===== src/hw/rtl/gb11_pkg.sv =====
// Shared types, constants and sizes for the 11x11 Gaussian blur.
// Depends on nothing; the window, the MAC and the top level import it.
`timescale 1ns / 1ps

package gb11_pkg;

   // Frame geometry and kernel shape.
   localparam int IMG_WIDTH  = 512;
   localparam int IMG_HEIGHT = 512;
   localparam int KSIZE      = 11;
   localparam int KHALF      = KSIZE / 2;
   localparam int NUM_TAPS   = KHALF + 1;
   localparam int NUM_STEPS  = NUM_TAPS * NUM_TAPS;

   // Field and datapath widths.
   localparam int PIX_W      = 8;
   localparam int WEIGHT_W   = 16;
   localparam int COL_W      = $clog2(IMG_WIDTH);
   localparam int ROW_W      = $clog2(IMG_HEIGHT);
   localparam int TAP_IDX_W  = 3;
   localparam int CSR_IDX_W  = 3;
   localparam int LINE_W     = (KSIZE - 1) * PIX_W;
   localparam int FOLD_W     = PIX_W + 2;
   localparam int P1_W       = WEIGHT_W + FOLD_W;
   localparam int INNER_W    = P1_W + 3;
   localparam int P2_W       = WEIGHT_W + INNER_W;
   localparam int ACC_W      = P2_W + 3;
   localparam int FRAC_SHIFT = 2 * WEIGHT_W;

   typedef logic [WEIGHT_W-1:0] weight_type;
   typedef weight_type [NUM_TAPS-1:0] weight_set_type;

   // One window column, element 0 the oldest row.
   typedef logic [KSIZE-1:0][PIX_W-1:0] col_type;

   localparam weight_set_type TAP_RESET = {
      16'd0, 16'd9, 16'd290, 16'd3538, 16'd15858, 16'd26145
   };

   typedef enum logic [2:0] {
      ST_IDLE,
      ST_FETCH,
      ST_LOAD,
      ST_CALC,
      ST_HOLD
   } state_type;

   typedef struct packed {
      logic shift;
      logic load;
      logic advance;
   } win_ctrl_type;

   typedef struct packed {
      logic advance;
      logic done;
   } mac_stat_type;

endpackage


===== src/hw/rtl/gb11_window.sv =====
// 11x11 pixel window and the queue of symmetric tap sums fed to the MAC.
// Depends on gb11_pkg.
`timescale 1ns / 1ps

module gb11_window
   import gb11_pkg::*;
(
   input  logic              clock,
   input  win_ctrl_type      ctrl,
   input  col_type           col_in,
   output logic [FOLD_W-1:0] q_head
);

   col_type           win_ff   [KSIZE];
   logic [FOLD_W-1:0] chain_ff [NUM_STEPS];
   logic [PIX_W:0]    cfold    [NUM_TAPS][KSIZE];
   logic [FOLD_W-1:0] qv       [NUM_STEPS];

   // Pixels at equal distance from the centre share a weight, so the
   // window folds onto itself in both directions before any multiply.
   always_comb begin
      for (int d = 0; d < NUM_TAPS; d++) begin
         for (int row = 0; row < KSIZE; row++) begin
            if (d == 0) begin
               cfold[d][row] = {1'b0, win_ff[KHALF][row]};
            end else begin
               cfold[d][row] = {1'b0, win_ff[KHALF+d][row]}
                             + {1'b0, win_ff[KHALF-d][row]};
            end
         end
      end
      for (int e = 0; e < NUM_TAPS; e++) begin
         for (int d = 0; d < NUM_TAPS; d++) begin
            if (e == 0) begin
               qv[e*NUM_TAPS+d] = {1'b0, cfold[d][KHALF]};
            end else begin
               qv[e*NUM_TAPS+d] = {1'b0, cfold[d][KHALF+e]}
                                + {1'b0, cfold[d][KHALF-e]};
            end
         end
      end
   end

   always_ff @(posedge clock) begin
      if (ctrl.shift) begin
         for (int k = 0; k < KSIZE - 1; k++) begin
            win_ff[k] <= win_ff[k+1];
         end
         win_ff[KSIZE-1] <= col_in;
      end
   end

   // Sums leave in step order: row distance outer, column distance inner.
   always_ff @(posedge clock) begin
      if (ctrl.load) begin
         for (int s = 0; s < NUM_STEPS; s++) begin
            chain_ff[s] <= qv[s];
         end
      end else if (ctrl.advance) begin
         for (int s = 0; s < NUM_STEPS - 1; s++) begin
            chain_ff[s] <= chain_ff[s+1];
         end
      end
   end

   assign q_head = chain_ff[0];

endmodule


===== config.mk =====
export PLATFORM = sky130hd
export DESIGN_NAME = gb11_window
export DESIGN_NICKNAME = d
export VERILOG_FILES = /design/src/hw/rtl/gb11_pkg.sv /design/src/hw/rtl/gb11_window.sv
export SDC_FILE = /design/constraint.sdc
export NUM_CORES = 2
export LEC_CHECK = 0
export ABC_CLOCK_PERIOD_IN_PS = 15500
export BUFFER_PORTS_ARGS = -buffer_cell sky130_fd_sc_hd__buf_2
export CAP_MARGIN = 20
export CORE_MARGIN = 2
export CORE_UTILIZATION = 60
export CTS_CLUSTER_SIZE = 12
export DETAILED_ROUTE_END_ITERATION = 7
export PLACE_DENSITY = 0.76
export REMOVE_ABC_BUFFERS = 1
export SLEW_MARGIN = 30
export SYNTH_ARGS = -nofsm -noshare
export SYNTH_HDL_FRONTEND = slang
export SYNTH_SLANG_ARGS = --single-unit

===== constraint.sdc =====
create_clock -name clock -period 15.5 [get_ports clock]
set_clock_uncertainty 0.2 [all_clocks]
set_input_delay 0.775 -clock clock [delete_from_list [all_inputs] [get_ports clock]]
set_output_delay 0.775 -clock clock [all_outputs]
set_load 0.01 [all_outputs]

==> results.yml <==
sta:
  hold_viol: 0
  finalCriticalPeriod_ns: 3.90
  max_slew_margin: 0.331
  final_max_slew_viol_count: 0
  finalSetupViolCount: 0
  tns_ns: 0
  timing.final.crit_share: 0.252
  rsz0062_at_grt: "no"
  worst_pin_slew_ns: 1.00
  fmax_ghz: 0.256
min_path:
  worstHoldStart: "col_in[31]"
  holdPathEnd: "win_ff[10][31]"
  whs_path_depth: 1
  hp-class: "in2reg"
clocking:
  h-tree-depth: 4
  cts_max_path_buffers: 3
  ctsResizeCount: 0
  cts_root_buf: "clkbuf_16"
  cts_tree: "built"
  cts_buffers: 142
  post_cts_buffers: 0
  cts_hold_buf: 77
  clk_pin_slew_worst_paths_ns: 0.06
  clk_latency_ns: 0.74
  cts_sinks: 1328
place:
  hpwl_um: 84600
  numPortBuffers: 101
  gp_congestion: 0.868
job:
  max-cap-violations: 0
detailed_routing:
  routedWlPerCell_um: 18.9
  drc: 0
  wl_um: 126000
  vias: 36333
  ant_nets: 0
  first_pass_iters: 6
  drtIter0Drc: 2804
  via_per_inst: 5.44
worst_setup_path:
  reg2reg_to: "chain_ff[1][25]"
  r2r_cells: 11
  cp_max_fo: 194
  r2r_setup_slack_ns: 11.83
  path_class: "in2reg"
  critPathArrivalTime_ns: 4.17
  cp-start-kind: "primary input"
  crit_path_end_kind: "flip-flop"
  required_ns: 15.76
  r2r-start: "win_ff[1][33]"
floorplan:
  start_util: 0.605
  std_cell_rows: 121
  pin_count: 102
  die_h_um: 336
  core_area_mm2: 0.109
  dieArea_mm2: 0.113
  die_w_um: 336
logic_synthesis:
  netlist-cell-type-count: 49
  yosysTopAreaCellShare: 0.605
  synth-seq-cells: 1328
  yosysWarnings: 0
  seq_area_frac_synth: 0.605
  syn_inst: 4912
  post_synth.cell_area_avg_um2: 13.4
  synth.area.top_cells: "edfxtp_1, fa_1, inv_1, ha_1, nand2_1"
  synth-async-reset-ratio: 0
  synth_area_leader_cell: "edfxtp_1"
  synthesis.area_mm2: 0.0660
  ys.flop_type: "edfxtp_1"
  synth-edff-count: 1328
layout:
  layout_common_cells: "edfxtp_1, inv_1, nand2_1"
  layout-drive-gt1-share: 0.0597
  antennaDiodeCount: 0
  final_common_cell: "edfxtp_1"
  nets: 5972
  fin_util: 0.670
  synthToLayoutAreaGrowth_pct: 10.7
global_route:
  grt_max_degree: 195
  grt_usage: 0.233
  antenna_found_initial: 0
  first_global_vias: 38627
  grt.overflow.total: 0
  grt_pass1_wl_um: 203000
power_and_ir_drop:
  vdd_ir_drop_max_v: 0.000125
  leakagePower_uw: 0.0310
  power_uw: 10200
  powerDensity_mw_per_mm2: 140
status:
  status: "complete, no violations"
[kinds of logic after synthesis]
family	synth area share
compound gates	0.0746
fa+ha+maj	0.182
xor+xnor	0.0167
simple gates	0.0484
flops	0.605
mux	0.00201
buf+inv	0.0714
[through the flow]
stage | setup WS (ns) | hold slack [ns] | instances | area [um2]
3_5_place_dp | 10.97 | 0.232 | 6355 | 68000
2_1_floorplan | 9.09 | 0.226 | 4824 | 65500
5_1_grt | 11.44 | 0.0123 | 6678 | 73000
6_report | 11.60 | 0.0409 | 6678 | 73000
4_1_cts | 11.74 | 0.00368 | 6675 | 72900
3_3_place_gp | 11.03 | 0.229 | 6354 | 68000
[report_power, final]
group	total (uW)	switching, uW	internal (uW)
Combinational	2280	1310	970
Clock	3140	1360	1780
Sequential	4810	211	4600
[synth_stat cells, drive strengths merged, types with 11 or more instances]
cell and number:
edfxtp 1328, inv 1122, nand2 422, fa 410, ha 305, o21ai 253
nor2 181, a21oi 159, a211oi 95, xor2 80, buf 78, a21o 62
xnor2 46, o21a 44, nor3b 36, o31ai 30, o31a 27, o211ai 24
nand3 23, nor3 22, nor2b 18, a221oi 15, or4 15, and2 12
nand2b 12, o211a 12, o21bai 12, o311ai 12, a31oi 11
[layer usage]
layer | track usage | share of wire | wire length (um)
met3 | 0.0333 | 0.045 | 5710
met1 | 0.306 | 0.42 | 52600
met5 | 0 | 0 | 0
met2 | 0.404 | 0.51 | 64800
met4 | 0.0703 | 0.026 | 3280
[sequential cells by signal, indices dropped and copies added, names as in the netlist]
signal / flops
win_ff: 968
chain_ff: 360
[final cells by class]
type / count / area (um2)
well taps: 1414 / 1770
repair buffers: 197 / 1580
clock buffers: 188 / 3830
flip-flops and latches: 1328 / 39900
inverters: 1122 / 4210
multi-input cells: 2374 / 21400
fillers: 7528 / 36000
clock inverters: 55 / 353
[worst max-delay path by stage]
stage	startpoint	endpoint	slack [ns]
2_1_floorplan	ctrl[0]	chain_ff[0][17]	9.09
3_3_place_gp	ctrl[1]	chain_ff[0][67]	11.03
3_5_place_dp	ctrl[1]	chain_ff[0][17]	10.97
4_1_cts	ctrl[1]	chain_ff[0][17]	11.74
5_1_grt	ctrl[1]	chain_ff[0][17]	11.44
6_report	ctrl[1]	chain_ff[0][17]	11.60
[critical path, stage by stage]
cell and delay [ns]:
buf_2 0.27, nor2b_4 0.68, buf_4 0.85, buf_12 0.54, nor3b_1 0.16, a221oi_1 0.37
nand3_1 0.12
No activity file was read; power rests on OpenSTA's default activity.
