[config.mk]
export PLATFORM = sky130hd
export DESIGN_NAME = gb11_mac
export DESIGN_NICKNAME = d
export VERILOG_FILES = /design/src/hw/rtl/gb11_pkg.sv /design/src/hw/rtl/gb11_mac.sv
export SDC_FILE = /design/constraint.sdc
export NUM_CORES = 2
export LEC_CHECK = 0
export BUFFER_PORTS_ARGS = -buffer_cell sky130_fd_sc_hd__clkbuf_2
export CAP_MARGIN = 5
export CORE_MARGIN = 1.5
export CORE_UTILIZATION = 30
export DETAILED_ROUTE_END_ITERATION = 10
export SKIP_CTS_REPAIR_TIMING = 1
export SLEW_MARGIN = 20
export SYNTH_ARGS = -nofsm -noshare
export SYNTH_HDL_FRONTEND = slang
export SYNTH_SLANG_ARGS = --single-unit
[constraint.sdc]
create_clock -name clock -period 11.9 [get_ports clock]
set_clock_uncertainty 0.15 [all_clocks]
set_input_delay 1.19 -clock clock [delete_from_list [all_inputs] [get_ports clock]]
set_output_delay 1.19 -clock clock [all_outputs]
set_load 0.05 [all_outputs]
[src/hw/rtl/gb11_pkg.sv]
// Shared types, constants and sizes for the 11x11 Gaussian blur.
// Depends on nothing; the window, the MAC and the top level import it.
`timescale 1ns / 1ps

package gb11_pkg;

   // Frame geometry and kernel shape.
   localparam int IMG_WIDTH  = 512;
   localparam int IMG_HEIGHT = 512;
   localparam int KSIZE      = 11;
   localparam int KHALF      = KSIZE / 2;
   localparam int NUM_TAPS   = KHALF + 1;
   localparam int NUM_STEPS  = NUM_TAPS * NUM_TAPS;

   // Field and datapath widths.
   localparam int PIX_W      = 8;
   localparam int WEIGHT_W   = 16;
   localparam int COL_W      = $clog2(IMG_WIDTH);
   localparam int ROW_W      = $clog2(IMG_HEIGHT);
   localparam int TAP_IDX_W  = 3;
   localparam int CSR_IDX_W  = 3;
   localparam int LINE_W     = (KSIZE - 1) * PIX_W;
   localparam int FOLD_W     = PIX_W + 2;
   localparam int P1_W       = WEIGHT_W + FOLD_W;
   localparam int INNER_W    = P1_W + 3;
   localparam int P2_W       = WEIGHT_W + INNER_W;
   localparam int ACC_W      = P2_W + 3;
   localparam int FRAC_SHIFT = 2 * WEIGHT_W;

   typedef logic [WEIGHT_W-1:0] weight_type;
   typedef weight_type [NUM_TAPS-1:0] weight_set_type;

   // One window column, element 0 the oldest row.
   typedef logic [KSIZE-1:0][PIX_W-1:0] col_type;

   localparam weight_set_type TAP_RESET = {
      16'd0, 16'd9, 16'd290, 16'd3538, 16'd15858, 16'd26145
   };

   typedef enum logic [2:0] {
      ST_IDLE,
      ST_FETCH,
      ST_LOAD,
      ST_CALC,
      ST_HOLD
   } state_type;

   typedef struct packed {
      logic shift;
      logic load;
      logic advance;
   } win_ctrl_type;

   typedef struct packed {
      logic advance;
      logic done;
   } mac_stat_type;

endpackage

[src/hw/rtl/gb11_mac.sv]
// Two-level multiply-accumulate sequencer for the separable kernel.
// Depends on gb11_pkg.
`timescale 1ns / 1ps

module gb11_mac
   import gb11_pkg::*;
(
   input  logic              clock,
   input  logic              reset,
   input  logic              start,
   input  weight_set_type    weights,
   input  logic [FOLD_W-1:0] q_head,
   output mac_stat_type      stat,
   output logic [PIX_W-1:0]  result
);

   localparam logic [TAP_IDX_W-1:0] LAST_TAP = TAP_IDX_W'(NUM_TAPS - 1);

   logic                 run_ff;
   logic [TAP_IDX_W-1:0] d_ff;
   logic [TAP_IDX_W-1:0] e_ff;
   weight_set_type       wd_ring_ff;
   weight_set_type       we_ring_ff;

   logic                 p1_vld_ff;
   logic [P1_W-1:0]      p1_ff;
   logic                 p1_first_ff;
   logic                 p1_last_ff;
   weight_type           p1_we_ff;
   logic                 p1_efirst_ff;
   logic                 p1_elast_ff;

   logic                 sum_vld_ff;
   logic [INNER_W-1:0]   inner_ff;
   weight_type           sum_we_ff;
   logic                 sum_efirst_ff;
   logic                 sum_elast_ff;

   logic                 p2_vld_ff;
   logic [P2_W-1:0]      p2_ff;
   logic                 p2_first_ff;
   logic                 p2_last_ff;

   logic [ACC_W-1:0]     outer_ff;
   logic                 done_ff;

   always_ff @(posedge clock) begin
      if (reset) begin
         run_ff     <= 1'b0;
         d_ff       <= '0;
         e_ff       <= '0;
         p1_vld_ff  <= 1'b0;
         sum_vld_ff <= 1'b0;
         p2_vld_ff  <= 1'b0;
         done_ff    <= 1'b0;
      end else begin
         if (start) begin
            run_ff <= 1'b1;
            d_ff   <= '0;
            e_ff   <= '0;
         end else if (run_ff) begin
            if (d_ff == LAST_TAP) begin
               d_ff <= '0;
               if (e_ff == LAST_TAP) begin
                  run_ff <= 1'b0;
               end else begin
                  e_ff <= e_ff + 1'b1;
               end
            end else begin
               d_ff <= d_ff + 1'b1;
            end
         end
         p1_vld_ff  <= run_ff;
         sum_vld_ff <= p1_vld_ff & p1_last_ff;
         p2_vld_ff  <= sum_vld_ff;
         done_ff    <= p2_vld_ff & p2_last_ff;
      end
   end

   // Weight rings: the column weight turns every step, the row weight
   // once per completed row distance.
   always_ff @(posedge clock) begin
      if (start) begin
         wd_ring_ff <= weights;
         we_ring_ff <= weights;
      end else if (run_ff) begin
         wd_ring_ff <= {wd_ring_ff[0], wd_ring_ff[NUM_TAPS-1:1]};
         if (d_ff == LAST_TAP) begin
            we_ring_ff <= {we_ring_ff[0], we_ring_ff[NUM_TAPS-1:1]};
         end
      end
   end

   always_ff @(posedge clock) begin
      if (run_ff) begin
         p1_ff        <= P1_W'(wd_ring_ff[0]) * P1_W'(q_head);
         p1_first_ff  <= (d_ff == '0);
         p1_last_ff   <= (d_ff == LAST_TAP);
         p1_we_ff     <= we_ring_ff[0];
         p1_efirst_ff <= (e_ff == '0);
         p1_elast_ff  <= (e_ff == LAST_TAP);
      end
      if (p1_vld_ff) begin
         inner_ff <= p1_first_ff ? INNER_W'(p1_ff) : inner_ff + INNER_W'(p1_ff);
         if (p1_last_ff) begin
            sum_we_ff     <= p1_we_ff;
            sum_efirst_ff <= p1_efirst_ff;
            sum_elast_ff  <= p1_elast_ff;
         end
      end
      if (sum_vld_ff) begin
         p2_ff       <= P2_W'(sum_we_ff) * P2_W'(inner_ff);
         p2_first_ff <= sum_efirst_ff;
         p2_last_ff  <= sum_elast_ff;
      end
      if (p2_vld_ff) begin
         outer_ff <= p2_first_ff ? ACC_W'(p2_ff) : outer_ff + ACC_W'(p2_ff);
      end
   end

   assign result = (|outer_ff[ACC_W-1:FRAC_SHIFT+PIX_W]) ? {PIX_W{1'b1}}
                 : outer_ff[FRAC_SHIFT+PIX_W-1:FRAC_SHIFT];

   assign stat.advance = run_ff;
   assign stat.done    = done_ff;

   a_start_when_empty: assert property (@(posedge clock) disable iff (reset)
      start |-> !run_ff && !p1_vld_ff && !sum_vld_ff && !p2_vld_ff)
      else $error("MAC started while a previous sum was still in flight");

   a_done_after_issue: assert property (@(posedge clock) disable iff (reset)
      done_ff |-> !run_ff && !p1_vld_ff)
      else $error("MAC signalled completion with products still pending");

   a_done_single: assert property (@(posedge clock) disable iff (reset)
      done_ff |=> !done_ff)
      else $error("MAC completion held for more than one cycle");

endmodule

==> impl_metrics.tcl <==
set metrics [dict create \
    syn_inst 3897 \
    min_to "sum_we_ff[0]$_DFFE_PP_" \
    arrival_ps 7870 \
    hp-class "reg2reg" \
    fin_nets 4749 \
    startpoint_type "flop" \
    final_cell_mix "inv_1, nand2_1, fa_1, edfxtp_1, o21ai_0" \
    final_common_cell "inv_1" \
    cts_buffer_depth 3 \
    dieArea_um2 129000 \
    core_region_area_um2 126000 \
    min_from "p1_we_ff[0]$_DFFE_PP_" \
    chipHeight_um 360 \
    syn-cell-area_um2 38200 \
    hold_depth 0 \
    insertion_delay_ps 630 \
    synthesis.nets 4746 \
    setup_tns_ps 0 \
    grt_first_pass_wirelength_mm 145 \
    via_count 26000 \
    path_class "reg2reg" \
    ff_latch_area_um2 11600 \
    yosysSeqAreaShare_pct 30.5 \
    clock_sinks 391 \
    postRouteAntennaNets 0 \
    path_clk_slew_ps 80 \
    synthFlopType "edfxtp_1" \
    yosys.area.top_type_share_pct 29.9 \
    drive_above_1_share_pct 6.32 \
    fp.dieW_um 360 \
    grt_usage_pct 13.8 \
    io_pins 119 \
    drcViolationCount 0 \
    synth_area_leader_cell "edfxtp_1" \
    area_delta_synth_final_pct 9.66 \
    timing.rr.end "p2_ff[41]$_DFFE_PP_" \
    cts_root_buffer "clkbuf_16" \
    required_ps 12130 \
    grt_overflow 0 \
    drtPass1Iterations 5 \
    drt_iter0_markers 1555 \
    fin_crit_sh_pct 64.2 \
    grt_pass1_vias 27100 \
    numCtsBuffers 45 \
    slew_viol_final 0 \
    rr_worst_depth 23 \
    fmax_mhz 131 \
    row_count 130 \
    cts_tree "done" \
    fillers 12900 \
    start_util_pct 30.3 \
    diodes 0 \
    synthArstFlopShare_pct 0 \
    h-tree-depth 2 \
    reg2reg_slack_ps 4260 \
    synth_warnings 0 \
    dp_hpwl_mm 66.5 \
    grt_antenna_before_repair 3 \
    gp_congestion 0.853 \
    synth_cell_types 78 \
    slew_headroom_pct 22.4 \
    grt_max_degree 131 \
    avgSynthCellArea_um2 9.79 \
    worst_pin_slew_ps 1160 \
    portBuffers 118 \
    synth_edf_count 380 \
    wl_per_cell_um 15.8 \
    r2r-start "sum_we_ff[7]$_DFFE_PP_" \
    drv_cap 0 \
    drt_wl_total_mm 88.3 \
    rsz0062_at_grt "false" \
    status "complete, no violations" \
    ys_ff_latch 391 \
    period_needed_ps 7640 \
    synth_top_cells_by_area "edfxtp_1, fa_1, ha_1" \
    worst_setup_path_end_kind "flop" \
    critPathMaxFanout 29 \
    hold_viol_final 0 \
    finalSetupViolations 0 \
    multi_input_area_um2 23200 \
    vias_per_cell 4.66 \
]
[worst max path at each step]
stage / endpoint / depth (start not counted) / startpoint / slack [ps]
2_1_floorplan: p2_ff[37]$_DFFE_PP_ / 25 / sum_we_ff[8]$_DFFE_PP_ / 5030
3_3_place_gp: p2_ff[41]$_DFFE_PP_ / 23 / sum_we_ff[7]$_DFFE_PP_ / 4410
3_5_place_dp: p2_ff[41]$_DFFE_PP_ / 23 / sum_we_ff[7]$_DFFE_PP_ / 4310
4_1_cts: p2_ff[41]$_DFFE_PP_ / 23 / sum_we_ff[7]$_DFFE_PP_ / 4290
5_1_grt: p2_ff[41]$_DFFE_PP_ / 21 / sum_we_ff[1]$_DFFE_PP_ / 3920
6_report: p2_ff[41]$_DFFE_PP_ / 23 / sum_we_ff[7]$_DFFE_PP_ / 4260
[cells in the mapped netlist, types with 10 or more instances]
master    instances
clkbuf_1        154
dfxtp_1          11
or2_2            16
nor2b_1          23
nand2_1         580
o21ai_1          11
ha_1            252
inv_1           711
nor2_1           80
o21ai_0         298
o21a_1           17
a31oi_1          18
and3_1           14
nor3_1           21
a21o_1           81
xor2_1           54
fa_1            488
nand4_1          19
edfxtp_1        380
xnor2_1          75
o211ai_1         10
a21oi_1         114
buf_1            23
and2_1          283
nand3_1          28
nand2b_1         16
[layout make-up]
type	instances	share of cell area [%]
multi-input cells	2615	55.4
flip-flops and latches	391	27.8
inverters	711	6.38
well taps	1650	4.93
clock buffers	56	2.81
repair buffers	136	1.82
clock inverters	28	0.840
[registers in the layout (all words and copies together), names as in the netlist, 3 cells and up]
| signal | flops |
|---|---|
| we_ring_ff | 96 |
| p2_ff | 45 |
| sum_we_ff | 16 |
| inner_ff | 29 |
| wd_ring_ff | 96 |
| outer_ff | 48 |
| d_ff | 3 |
| p1_we_ff | 16 |
| p1_ff | 26 |
| e_ff | 3 |
[metal layers]
layer | part of all wire [%] | GRT usage (%)
met5 | 0.015 | 0
met4 | 1.7 | 3.19
met2 | 46 | 22.4
met1 | 47 | 19.1
met3 | 5.5 | 2.15
[critical path, stage by stage (launching register included)]
cell      delay (ps)
edfxtp_1        1070
nand2_1          200
fa_1             570
inv_1             50
fa_1             490
inv_1             50
fa_1             540
inv_1             50
fa_1             470
fa_1             490
inv_1             50
fa_1             480
inv_1             40
ha_1             380
nand2_1          110
or3_1            380
and4b_1          220
a211oi_2         400
a211oi_2         160
o22ai_1          300
a31o_1           230
a221o_1          250
a311oi_2         130
xnor2_1          130
[cells by family (layout without fill, tap and decap cells)]
family / after synthesis / after routing / share of synthesized area [%]
and+or+nand+nor: 1105 / 1105 / 13.7
muxes: 10 / 10 / 0.275
adders and majority gates: 740 / 740 / 33.9
buffers and inverters: 891 / 931 / 8.79
AOI/OAI and AO/OA: 631 / 631 / 9.96
DFF: 391 / 391 / 30.5
xor gates and xnor gates: 129 / 129 / 2.96
[per-stage QoR]
stage	setup WS, ps	cell area, um2	hold slack (ps)	utilization, %	instances
3_3_place_gp	4410	40300	251	32.0	5499
6_report	4260	41900	268	33.2	5587
2_1_floorplan	5030	38200	250	-	3897
5_1_grt	3920	41900	252	33.2	5587
3_5_place_dp	4310	40300	256	32.0	5499
4_1_cts	4290	41800	256	33.2	5583
Power is left out: the tool's default activity adds up to more than one toggle a clock period on the data nets, which glitch-free logic cannot reach.
